==> src/rtl/bmv_pkg.sv <==
`timescale 1ns / 1ps
package bmv_pkg;

  localparam int MAX_ROWS      = 1024;
  localparam int MAX_HALF_BAND = 7;
  localparam int BAND_STRIDE   = 2 * MAX_HALF_BAND + 1;
  localparam int BAND_DEPTH    = MAX_ROWS * BAND_STRIDE;
  localparam int BAND_AW       = $clog2(BAND_DEPTH);

  localparam int ROW_W   = 10;
  localparam int DIAG_W  = 4;
  localparam int HB_W    = 3;
  localparam int RC_W    = 11;
  localparam int VAL_W   = 32;
  localparam int PROD_W  = 2 * VAL_W;
  localparam int ACC_W   = PROD_W + $clog2(BAND_STRIDE) + 1;
  localparam int FRAC_W  = 16;

  localparam int CFG_IDX_W  = 2;
  localparam int CFG_DATA_W = RC_W;

  localparam logic [CFG_IDX_W-1:0] REG_ROW_COUNT = 2'd0;
  localparam logic [CFG_IDX_W-1:0] REG_HALF_BAND = 2'd1;

  localparam logic [1:0] MODE_VEC  = 2'd0;
  localparam logic [1:0] MODE_BAND = 2'd1;
  localparam logic [1:0] MODE_ROW  = 2'd2;

  localparam logic [1:0] OP_VEC  = 2'd0;
  localparam logic [1:0] OP_BAND = 2'd1;
  localparam logic [1:0] OP_ROW  = 2'd2;

  localparam int QUEUE_DEPTH = 2;
  localparam int QA_W        = $clog2(QUEUE_DEPTH);

  typedef struct packed {
    logic [1:0]              mode;
    logic [ROW_W-1:0]        index;
    logic [DIAG_W-1:0]       diagonal;
    logic signed [VAL_W-1:0] value;
  } in_t;

  typedef struct packed {
    logic [ROW_W-1:0]        row_number;
    logic signed [VAL_W-1:0] product_sum;
    logic                    saturated;
  } out_t;

  typedef struct packed {
    logic [1:0]        op;
    logic [ROW_W-1:0]  row;
    logic [DIAG_W-1:0] diag;
    logic [VAL_W-1:0]  value;
  } req_t;

  typedef struct packed {
    logic [RC_W-1:0] row_count;
    logic [HB_W-1:0] half_band;
  } cfg_t;

endpackage

==> src/rtl/bmv_fifo.sv <==
`timescale 1ns / 1ps
module bmv_fifo (
  input  logic          clk,
  input  logic          rst,
  input  logic          push,
  input  bmv_pkg::req_t push_req,
  output logic          full,
  input  logic          pop,
  output logic          q_valid,
  output bmv_pkg::req_t q_req
);
  import bmv_pkg::*;

  req_t            slots [QUEUE_DEPTH];
  logic [QA_W-1:0] wr_ptr;
  logic [QA_W-1:0] rd_ptr;
  logic [QA_W:0]   count;

  assign full    = (count == (QA_W+1)'(QUEUE_DEPTH));
  assign q_valid = (count != '0);
  assign q_req   = slots[rd_ptr];

  always_ff @(posedge clk) begin
    if (push) begin
      slots[wr_ptr] <= push_req;
    end
  end

  always_ff @(posedge clk) begin
    if (rst) begin
      wr_ptr <= '0;
      rd_ptr <= '0;
      count  <= '0;
    end else begin
      if (push) begin
        wr_ptr <= wr_ptr + 1'b1;
      end
      if (pop) begin
        rd_ptr <= rd_ptr + 1'b1;
      end
      if (push && !pop) begin
        count <= count + 1'b1;
      end else if (pop && !push) begin
        count <= count - 1'b1;
      end
    end
  end
endmodule

==> config.mk <==
export PLATFORM = sky130hd
export DESIGN_NAME = bmv_fifo
export DESIGN_NICKNAME = d
export VERILOG_FILES = /design/src/rtl/bmv_pkg.sv /design/src/rtl/bmv_fifo.sv
export SDC_FILE = /design/constraint.sdc
export NUM_CORES = 1
export LEC_CHECK = 0
export ABC_AREA = 0
export BUFFER_PORTS_ARGS = -buffer_cell sky130_fd_sc_hd__clkbuf_2
export CORE_ASPECT_RATIO = 0.8
export CORE_UTILIZATION = 40
export DETAILED_ROUTE_END_ITERATION = 10
export PLACE_DENSITY = 0.61
export SETUP_SLACK_MARGIN = 0.4
export SYNTH_ARGS = -nofsm -noshare
export SYNTH_HDL_FRONTEND = slang
export SYNTH_SLANG_ARGS = --single-unit
==> constraint.sdc <==
create_clock -name clk -period 4.35 [get_ports clk]
set_input_delay 0.87 -clock clk [delete_from_list [all_inputs] [get_ports clk]]
set_output_delay 0.87 -clock clk [all_outputs]
set_load 0.01 [all_outputs]
==> implementation parameters, run 1 <==
Parameter                              Value

STA
  Final sum of negative setup slack ... 0 ps
  Clock skew after layout ... 7.71 ps
  Relative slew margins ... 36.0%
  Max Transition Viols Final ... 0
  Number of endpoints failing setup at the final stage ... 0
  Unrepaired setup endpoints after global routing ... no
  Ratio of final minimum period to clock period ... 68.4%
  Final min period ... 2980 ps
  Hold Fails Final Rpt ... 0
  Least-Margin Pin Slew ... 959 ps
  Peak Freq ... 0.336 GHz

CTS
  Clock latency reported for the late side of the worst-skew pair ... 330 ps
  Max clock buf depth ... 2
  CTS sink count ... 101
  Number of gates resized after CTS ... 0
  Root buf cell ... sky130_fd_sc_hd__clkbuf_16
  H-tree lvl count ... 3
  CTS tree ... built
  CTS buffer count ... 9
  # Post-CTS Setup Buffers ... 0
  Clock Pin Slew Worst Setup and Hold Paths ... 60 ps
  Hold Buf Count CTS ... 0

Yosys
  Most area-hungry cell type in the Yosys netlist ... sky130_fd_sc_hd__edfxtp_1
  Gate count of the mapped netlist ... 171
  Synthesized area ... 0.00367 sq mm
  Area share of the largest cell type after synthesis ... 78.5%
  Flop and latch count out of synthesis ... 101
  Synthesized area divided by synthesized cell count ... 21.5 sq um
  Synthesized Nets ... 224
  Number of distinct library cells after synthesis ... 19
  Top FF cell, synth ... sky130_fd_sc_hd__edfxtp_1
  Portion of the post-synthesis area used by sequential elements ... 81.2%
  Fraction of registers with async set/reset ... 0%
  Total of warnings raised by yosys ... 0
  Leading post-synthesis cells by cell area ... sky130_fd_sc_hd__edfxtp_1, sky130_fd_sc_hd__mux2_2, sky130_fd_sc_hd__dfxtp_1
  Top post-synthesis cells by count ... sky130_fd_sc_hd__edfxtp_1, sky130_fd_sc_hd__mux2_2, sky130_fd_sc_hd__dfxtp_1
  Leading cell type by number of instances after synthesis ... sky130_fd_sc_hd__edfxtp_1
  Number of enable-type register cells in the synthesized netlist ... 96

Cells and area
  Filler cell count in the final layout ... 716
  Area Overhead vs Synth ... 25.9%
  Fraction of final layout cells sized beyond drive strength 1 ... 59.1%
  Number of nets in the layout ... 334
  Total inserted antenna cells ... 0
  Post-route cell area ... 0.00462 sq mm

Global route
  Vias in the first global route ... 1965
  Maximum number of pins on one net before global-route repair ... 39
  Global route overflow ... 0
  Global Route Usage Sum ... 13.9%
  Number of antenna violations at the first check in global routing ... 0
  Global-route wire length before repair ... 9.52 mm

Worst setup path
  Data arrival at the endpoint of the critical path ... 2110 ps
  Maximum fanout count along the critical path ... 34
  Worst Reg2Reg Path Length in Cells ... 2
  CP peak stage delay ... 890 ps
  Endpoint type of the worst setup path ... output pin
  Count of buffering cells on the critical path with inverters included ... 2
  Top Family by Delay on Critical Path ... flip-flops
  Data required, critical path ... 3480 ps
  Critical path startpoint category ... flip-flop
  Slowest cell on the critical path ... sky130_fd_sc_hd__dfxtp_2
  Critical Path, Cell by Cell ... buf_4 > mux2_2 > clkbuf_2
  Critical path start-end classification ... flip-flop to output pin
  Worst path depth ... 3

Die
  Count of pins on the block boundary ... 102
  Horizontal die dimension ... 109 microns
  Floorplan row count ... 30
  Die Outline Area ... 0.00957 sq mm
  Vert. Die Dim ... 87.7 microns
  Std-Cell Core Area ... 0.00871 sq mm
  Starting density of the core ... 42.2%

Route
  Post-route DRC violation count ... 0
  Wire length per cell ... 15.7 microns
  Ratio of routed vias to standard cells ... 4.69
  Final antenna-violating net count ... 0
  Initial DRC count ... 78
  Via total after detailed routing ... 1865
  Final routed wirelength across all metal layers ... 6.26 mm
  Number of detailed-route iterations in the first pass ... 4

Power
  Cell-internal power ... 1.75 mW
  Clock share of power ... 37.1%
  Switching power share of the total ... 20.5%
  Worst ir drop on vdd ... 227 uV
  Net switching power ... 0.452 mW
  Power density of the placed cells ... 476 mW/mm^2
  Power share of the combinational group ... 10.1%
  Static power due to leakage ... 1.76 nW
  Reg power frac ... 52.8%

Placement
  Routability congestion estimate ... 0.718
  Port buffer count ... 101
  Estimated wirelength of the detail-placed design ... 4.16 mm
  Post-detailed-placement cell area ... 0.00431 sq mm

Min path
  Worst Hold Depth ... 2
  Hold/Removal Path Class ... flip-flop to flip-flop

Job
  Max cap viols ... 0

Run status
  Run status ... finished clean
## worst min-delay path: stages, from the launching register on
cell and delay, ps:
sky130_fd_sc_hd__dfxtp_1 330, sky130_fd_sc_hd__xnor2_1 80, sky130_fd_sc_hd__nor2_1 70
## power by group through the flow
stage | Sequential, mW | Clock, mW | Combinational [mW]
2_1_floorplan | 1.17 | 0 | 0.139
3_3_place_gp | 1.18 | 0 | 0.221
3_5_place_dp | 1.18 | 0 | 0.226
4_1_cts | 1.16 | 0.841 | 0.227
5_1_grt | 1.17 | 0.875 | 0.243
6_report | 1.16 | 0.817 | 0.221
## through the flow
step	setup slack [ps]	hold slack (ps)	total power [mW]	instances	utilization, %
6_report	1370	514	2.20	398	53.1
3_5_place_dp	1680	500	1.41	382	49.5
5_1_grt	1230	563	2.29	398	53.1
3_3_place_gp	1720	479	1.40	382	49.5
2_1_floorplan	890	456	1.31	171	-
4_1_cts	1310	519	2.23	398	53.1
## layout make-up
class / instances / area, sq um / area share, %
clock buffers: 12 / 236 / 5.12
clock inverters: 4 / 75.1 / 1.62
inverters: 1 / 3.75 / 0.0812
multi-input cells: 64 / 656 / 14.2
flip-flops and latches: 101 / 2980 / 64.5
well taps: 112 / 140 / 3.03
repair buffers: 104 / 528 / 11.4
## final timing paths
path	end	slack, ps	from
setup / recovery	q_req[35]	1370	flip-flop
hold / removal	flip-flop	510	rd_ptr
setup reg to reg	slots[1][39]	2480	wr_ptr
hold reg to reg	flip-flop	510	rd_ptr
## metal layers
| layer | track usage [%] | vias up | part of all wire, % |
|---|---|---|---|
| met5 | 0 | - | 0 |
| met4 | 4.42 | 0 | 0.85 |
| met3 | 7.14 | 5 | 11 |
| met2 | 22.0 | 80 | 46 |
| met1 | 16.4 | 893 | 42 |
| li1 | - | 887 | - |
## sequential cells by signal, summed over array words and instances (netlist names), named ones only
name,flops
wr_ptr,1
rd_ptr,1
slots,96
count,2
## logic make-up (layout without fill, tap and decap cells)
group	Yosys count	in the layout	synth area share (%)
multiplexers	48	48	14.7
flip-flops	101	101	81.2
buffers and inverters	6	121	1.19
AND/OR/NAND/NOR	9	9	1.33
adder cells (fa/ha/maj)	1	1	0.341
AO/OA/AOI/OAI	2	2	0.272
XOR/XNOR	4	4	0.954
## cell usage in the layout (no fill, tap or decap), drive strengths merged
| master | instances |
|---|---|
| a21oi | 1 |
| and2 | 1 |
| and2b | 1 |
| buf | 3 |
| bufinv | 2 |
| clkbuf | 113 |
| clkinvlp | 2 |
| dfxtp | 5 |
| edfxtp | 96 |
| ha | 1 |
| inv | 1 |
| mux2 | 48 |
| nor2 | 4 |
| nor2b | 1 |
| o21ai | 1 |
| or2 | 1 |
| or3 | 1 |
| xnor2 | 2 |
| xor2 | 2 |
No activity file was read; power rests on OpenSTA's default activity.
==> inputs of run 2 (changes only) <==
--- a/config.mk
+++ b/config.mk
@@ -5,7 +5,7 @@
 export SDC_FILE = /design/constraint.sdc
 export NUM_CORES = 1
 export LEC_CHECK = 0
-export ABC_AREA = 0
+export ABC_AREA = 1
 export BUFFER_PORTS_ARGS = -buffer_cell sky130_fd_sc_hd__clkbuf_2
 export CORE_ASPECT_RATIO = 0.8
 export CORE_UTILIZATION = 40
==> constraint.sdc (replaced) <==
create_clock -name clk -period 3 [get_ports clk]
set_input_delay 0.6 -clock clk [delete_from_list [all_inputs] [get_ports clk]]
set_output_delay 0.6 -clock clk [all_outputs]
set_load 0.01 [all_outputs]
==> implementation parameters, run 2 <==
Parameter                              Value

Run status
  Run status ... finished clean

Route
  Final routed wirelength across all metal layers ... 6.26 mm
  Number of detailed-route iterations in the first pass ... 4
  Final antenna-violating net count ... 0
  Initial DRC count ... 63
  Wire length per cell ... 15.2 microns
  Via total after detailed routing ... 1944
  Ratio of routed vias to standard cells ... 4.71
  Post-route DRC violation count ... 0

Yosys
  Total of warnings raised by yosys ... 0
  Most area-hungry cell type in the Yosys netlist ... sky130_fd_sc_hd__edfxtp_1
  Gate count of the mapped netlist ... 182
  Area share of xor/xnor cells in the synthesized design ... 0.232%
  Number of enable-type register cells in the synthesized netlist ... 96
  Leading post-synthesis cells by cell area ... sky130_fd_sc_hd__edfxtp_1, sky130_fd_sc_hd__mux2_2, sky130_fd_sc_hd__mux2_4
  Area share of the largest cell type after synthesis ... 76.5%
  Synthesized area ... 0.00377 sq mm
  Post-synthesis mux area share ... 16.3%
  Leading cell type by number of instances after synthesis ... sky130_fd_sc_hd__edfxtp_1
  Top post-synthesis cells by count ... sky130_fd_sc_hd__edfxtp_1, sky130_fd_sc_hd__mux2_2, sky130_fd_sc_hd__mux2_4
  Fraction of registers with async set/reset ... 0%
  Post-synthesis simple-gate area fraction ... 1.63%
  Adder-cell area share of the yosys netlist ... 0.332%
  Portion of the post-synthesis area used by sequential elements ... 79.2%
  Synthesized Nets ... 235
  Number of distinct library cells after synthesis ... 16
  Synthesized area divided by synthesized cell count ... 20.7 sq um
  Main combinational cell family by area after synthesis ... multiplexers
  Flop and latch count out of synthesis ... 101
  Top FF cell, synth ... sky130_fd_sc_hd__edfxtp_1
  Fraction of the mapped netlist area in compound gates ... 0.266%

STA
  Final min period ... 2240 ps
  Ratio of final minimum period to clock period ... 74.7%
  Max Transition Viols Final ... 0
  Worst Hold Slack ... 453 ps
  Unrepaired setup endpoints after global routing ... no
  Clock skew after layout ... 4.78 ps
  Relative slew margins ... 73.6%
  Number of endpoints failing setup at the final stage ... 0
  Peak Freq ... 0.446 GHz
  Least-Margin Pin Slew ... 394 ps
  Final sum of negative setup slack ... 0 ps
  Worst Setup Slack, final ... 758 ps
  Hold Fails Final Rpt ... 0

CTS
  Clock Pin Slew Worst Setup and Hold Paths ... 70 ps
  Number of gates resized after CTS ... 0
  Root buf cell ... sky130_fd_sc_hd__clkbuf_16
  Max clock buf depth ... 2
  CTS tree ... built
  H-tree lvl count ... 3
  # Post-CTS Setup Buffers ... 0
  CTS buffer count ... 9
  Hold Buf Count CTS ... 0
  Clock latency reported for the late side of the worst-skew pair ... 330 ps
  CTS sink count ... 101

Die
  Die Outline Area ... 0.00982 sq mm
  Starting density of the core ... 41.3%
  Horizontal die dimension ... 111 microns
  Std-Cell Core Area ... 0.00911 sq mm
  Vert. Die Dim ... 88.8 microns
  Floorplan row count ... 31
  Count of pins on the block boundary ... 102

Global route
  Global route overflow ... 0
  Vias in the first global route ... 1950
  Number of antenna violations at the first check in global routing ... 0
  Maximum number of pins on one net before global-route repair ... 41
  Global-route wire length before repair ... 9.60 mm
  Global Route Usage Sum ... 13.2%

Cells and area
  Leading cell type in the layout, fill and taps excluded ... sky130_fd_sc_hd__clkbuf_2
  Largest regs ... slots x96, count x2
  Max FFs per register ... 96
  Commonest non-fill, non-tap cells in the layout ... sky130_fd_sc_hd__clkbuf_2, sky130_fd_sc_hd__edfxtp_1, sky130_fd_sc_hd__mux2_2
  Final core utilization ... 52.2%
  Total inserted antenna cells ... 0
  Number of nets in the layout ... 346
  Register with the most flip-flops ... slots
  Area Overhead vs Synth ... 26.2%
  Fraction of final layout cells sized beyond drive strength 1 ... 57.0%

Placement
  Post-placement setup slack ... 1080 ps
  Port buffer count ... 101
  Estimated wirelength of the detail-placed design ... 4.12 mm
  Routability congestion estimate ... 0.682

Min path
  Hold/Removal Path Class ... primary input to flip-flop

Worst setup path
  Endpoint type of the worst setup path ... output pin
  CP peak stage delay ... 480 ps
  Top Family by Delay on Critical Path ... flip-flops
  Critical Path, Cell by Cell ... buf_12 > mux2_2 > clkbuf_2
  Slowest cell on the critical path ... sky130_fd_sc_hd__dfxtp_2
  Data arrival at the endpoint of the critical path ... 1640 ps
  Data required, critical path ... 2400 ps
  Critical path start-end classification ... flip-flop to output pin
  Maximum fanout count along the critical path ... 40
  Critical path startpoint category ... flip-flop
  Count of buffering cells on the critical path with inverters included ... 2

Job
  Max cap viols ... 0

Power
  Worst ir drop on vdd ... 337 uV
  Total power ... 3.20 mW
  Static power due to leakage ... 1.88 nW
  Power density of the placed cells ... 674 mW/mm^2
[run 2: cell types whose count changed in the layout (fill, tap and decap cells not counted), moves of 2 or more]
cell,previous run,this run
sky130_fd_sc_hd__clkbuf_1,3,1
sky130_fd_sc_hd__buf_12,0,2
sky130_fd_sc_hd__mux2_4,0,20
sky130_fd_sc_hd__xor2_1,2,0
sky130_fd_sc_hd__inv_1,1,8
sky130_fd_sc_hd__mux2_2,47,28
sky130_fd_sc_hd__nand2_1,0,6
[run 2: power breakdown]
part / internal [mW] / leakage (nW) / switching (mW)
combinational: 0.171 / 0.792 / 0.170
clock: 0.730 / 0.146 / 0.480
sequential: 1.63 / 0.943 / 0.0241
total: 2.53 / 1.88 / 0.674
[run 2: worst register-to-register path, delay by kind of cell, from the launching register on]
kind                   cells  cell delay [ps]
and+or+nand+nor            1               90
DFF                        1              400
buffers and inverters      2              640
[run 2: per-stage QoR]
stage	instances	area (sq um)
2_1_floorplan	182	3770
3_3_place_gp	397	4440
3_5_place_dp	397	4440
4_1_cts	413	4750
5_1_grt	413	4750
6_report	413	4750
[run 2: cell families after synthesis]
kind of cell | count (synthesis)
flops | 101
compound gates | 2
fa+ha+maj | 1
xor+xnor | 1
simple gates | 15
buf+inv | 14
mux | 48
[run 2: metal layers]
layer  wire [microns]  GRT usage, %  up-vias
li1                 -             -      924
met1             3000          17.8      944
met2             2780          19.4       74
met3              473          6.16        2
met4               19          3.27        0
met5                0             0        -
[run 2: worst paths after layout]
path / startpoint / endpoint / slack [ps] / depth (start not counted)
setup / recovery: flip-flop / q_req[33] / 760 / 3
hold / removal: push_req[41] / slots[1][41] / 450 / 1
setup reg to reg: wr_ptr / slots[1][8] / 1550 / 3
hold reg to reg: rd_ptr / rd_ptr / 520 / 2
[run 2: area by class of cell]
class / count / area, sq um
sequential: 101 / 2980
fill: 769 / 4360
tap: 115 / 144
clock inverter: 6 / 87.6
timing repair buffer: 105 / 561
multi-input combinational: 67 / 716
clock buffer: 10 / 229
inverter: 9 / 33.8
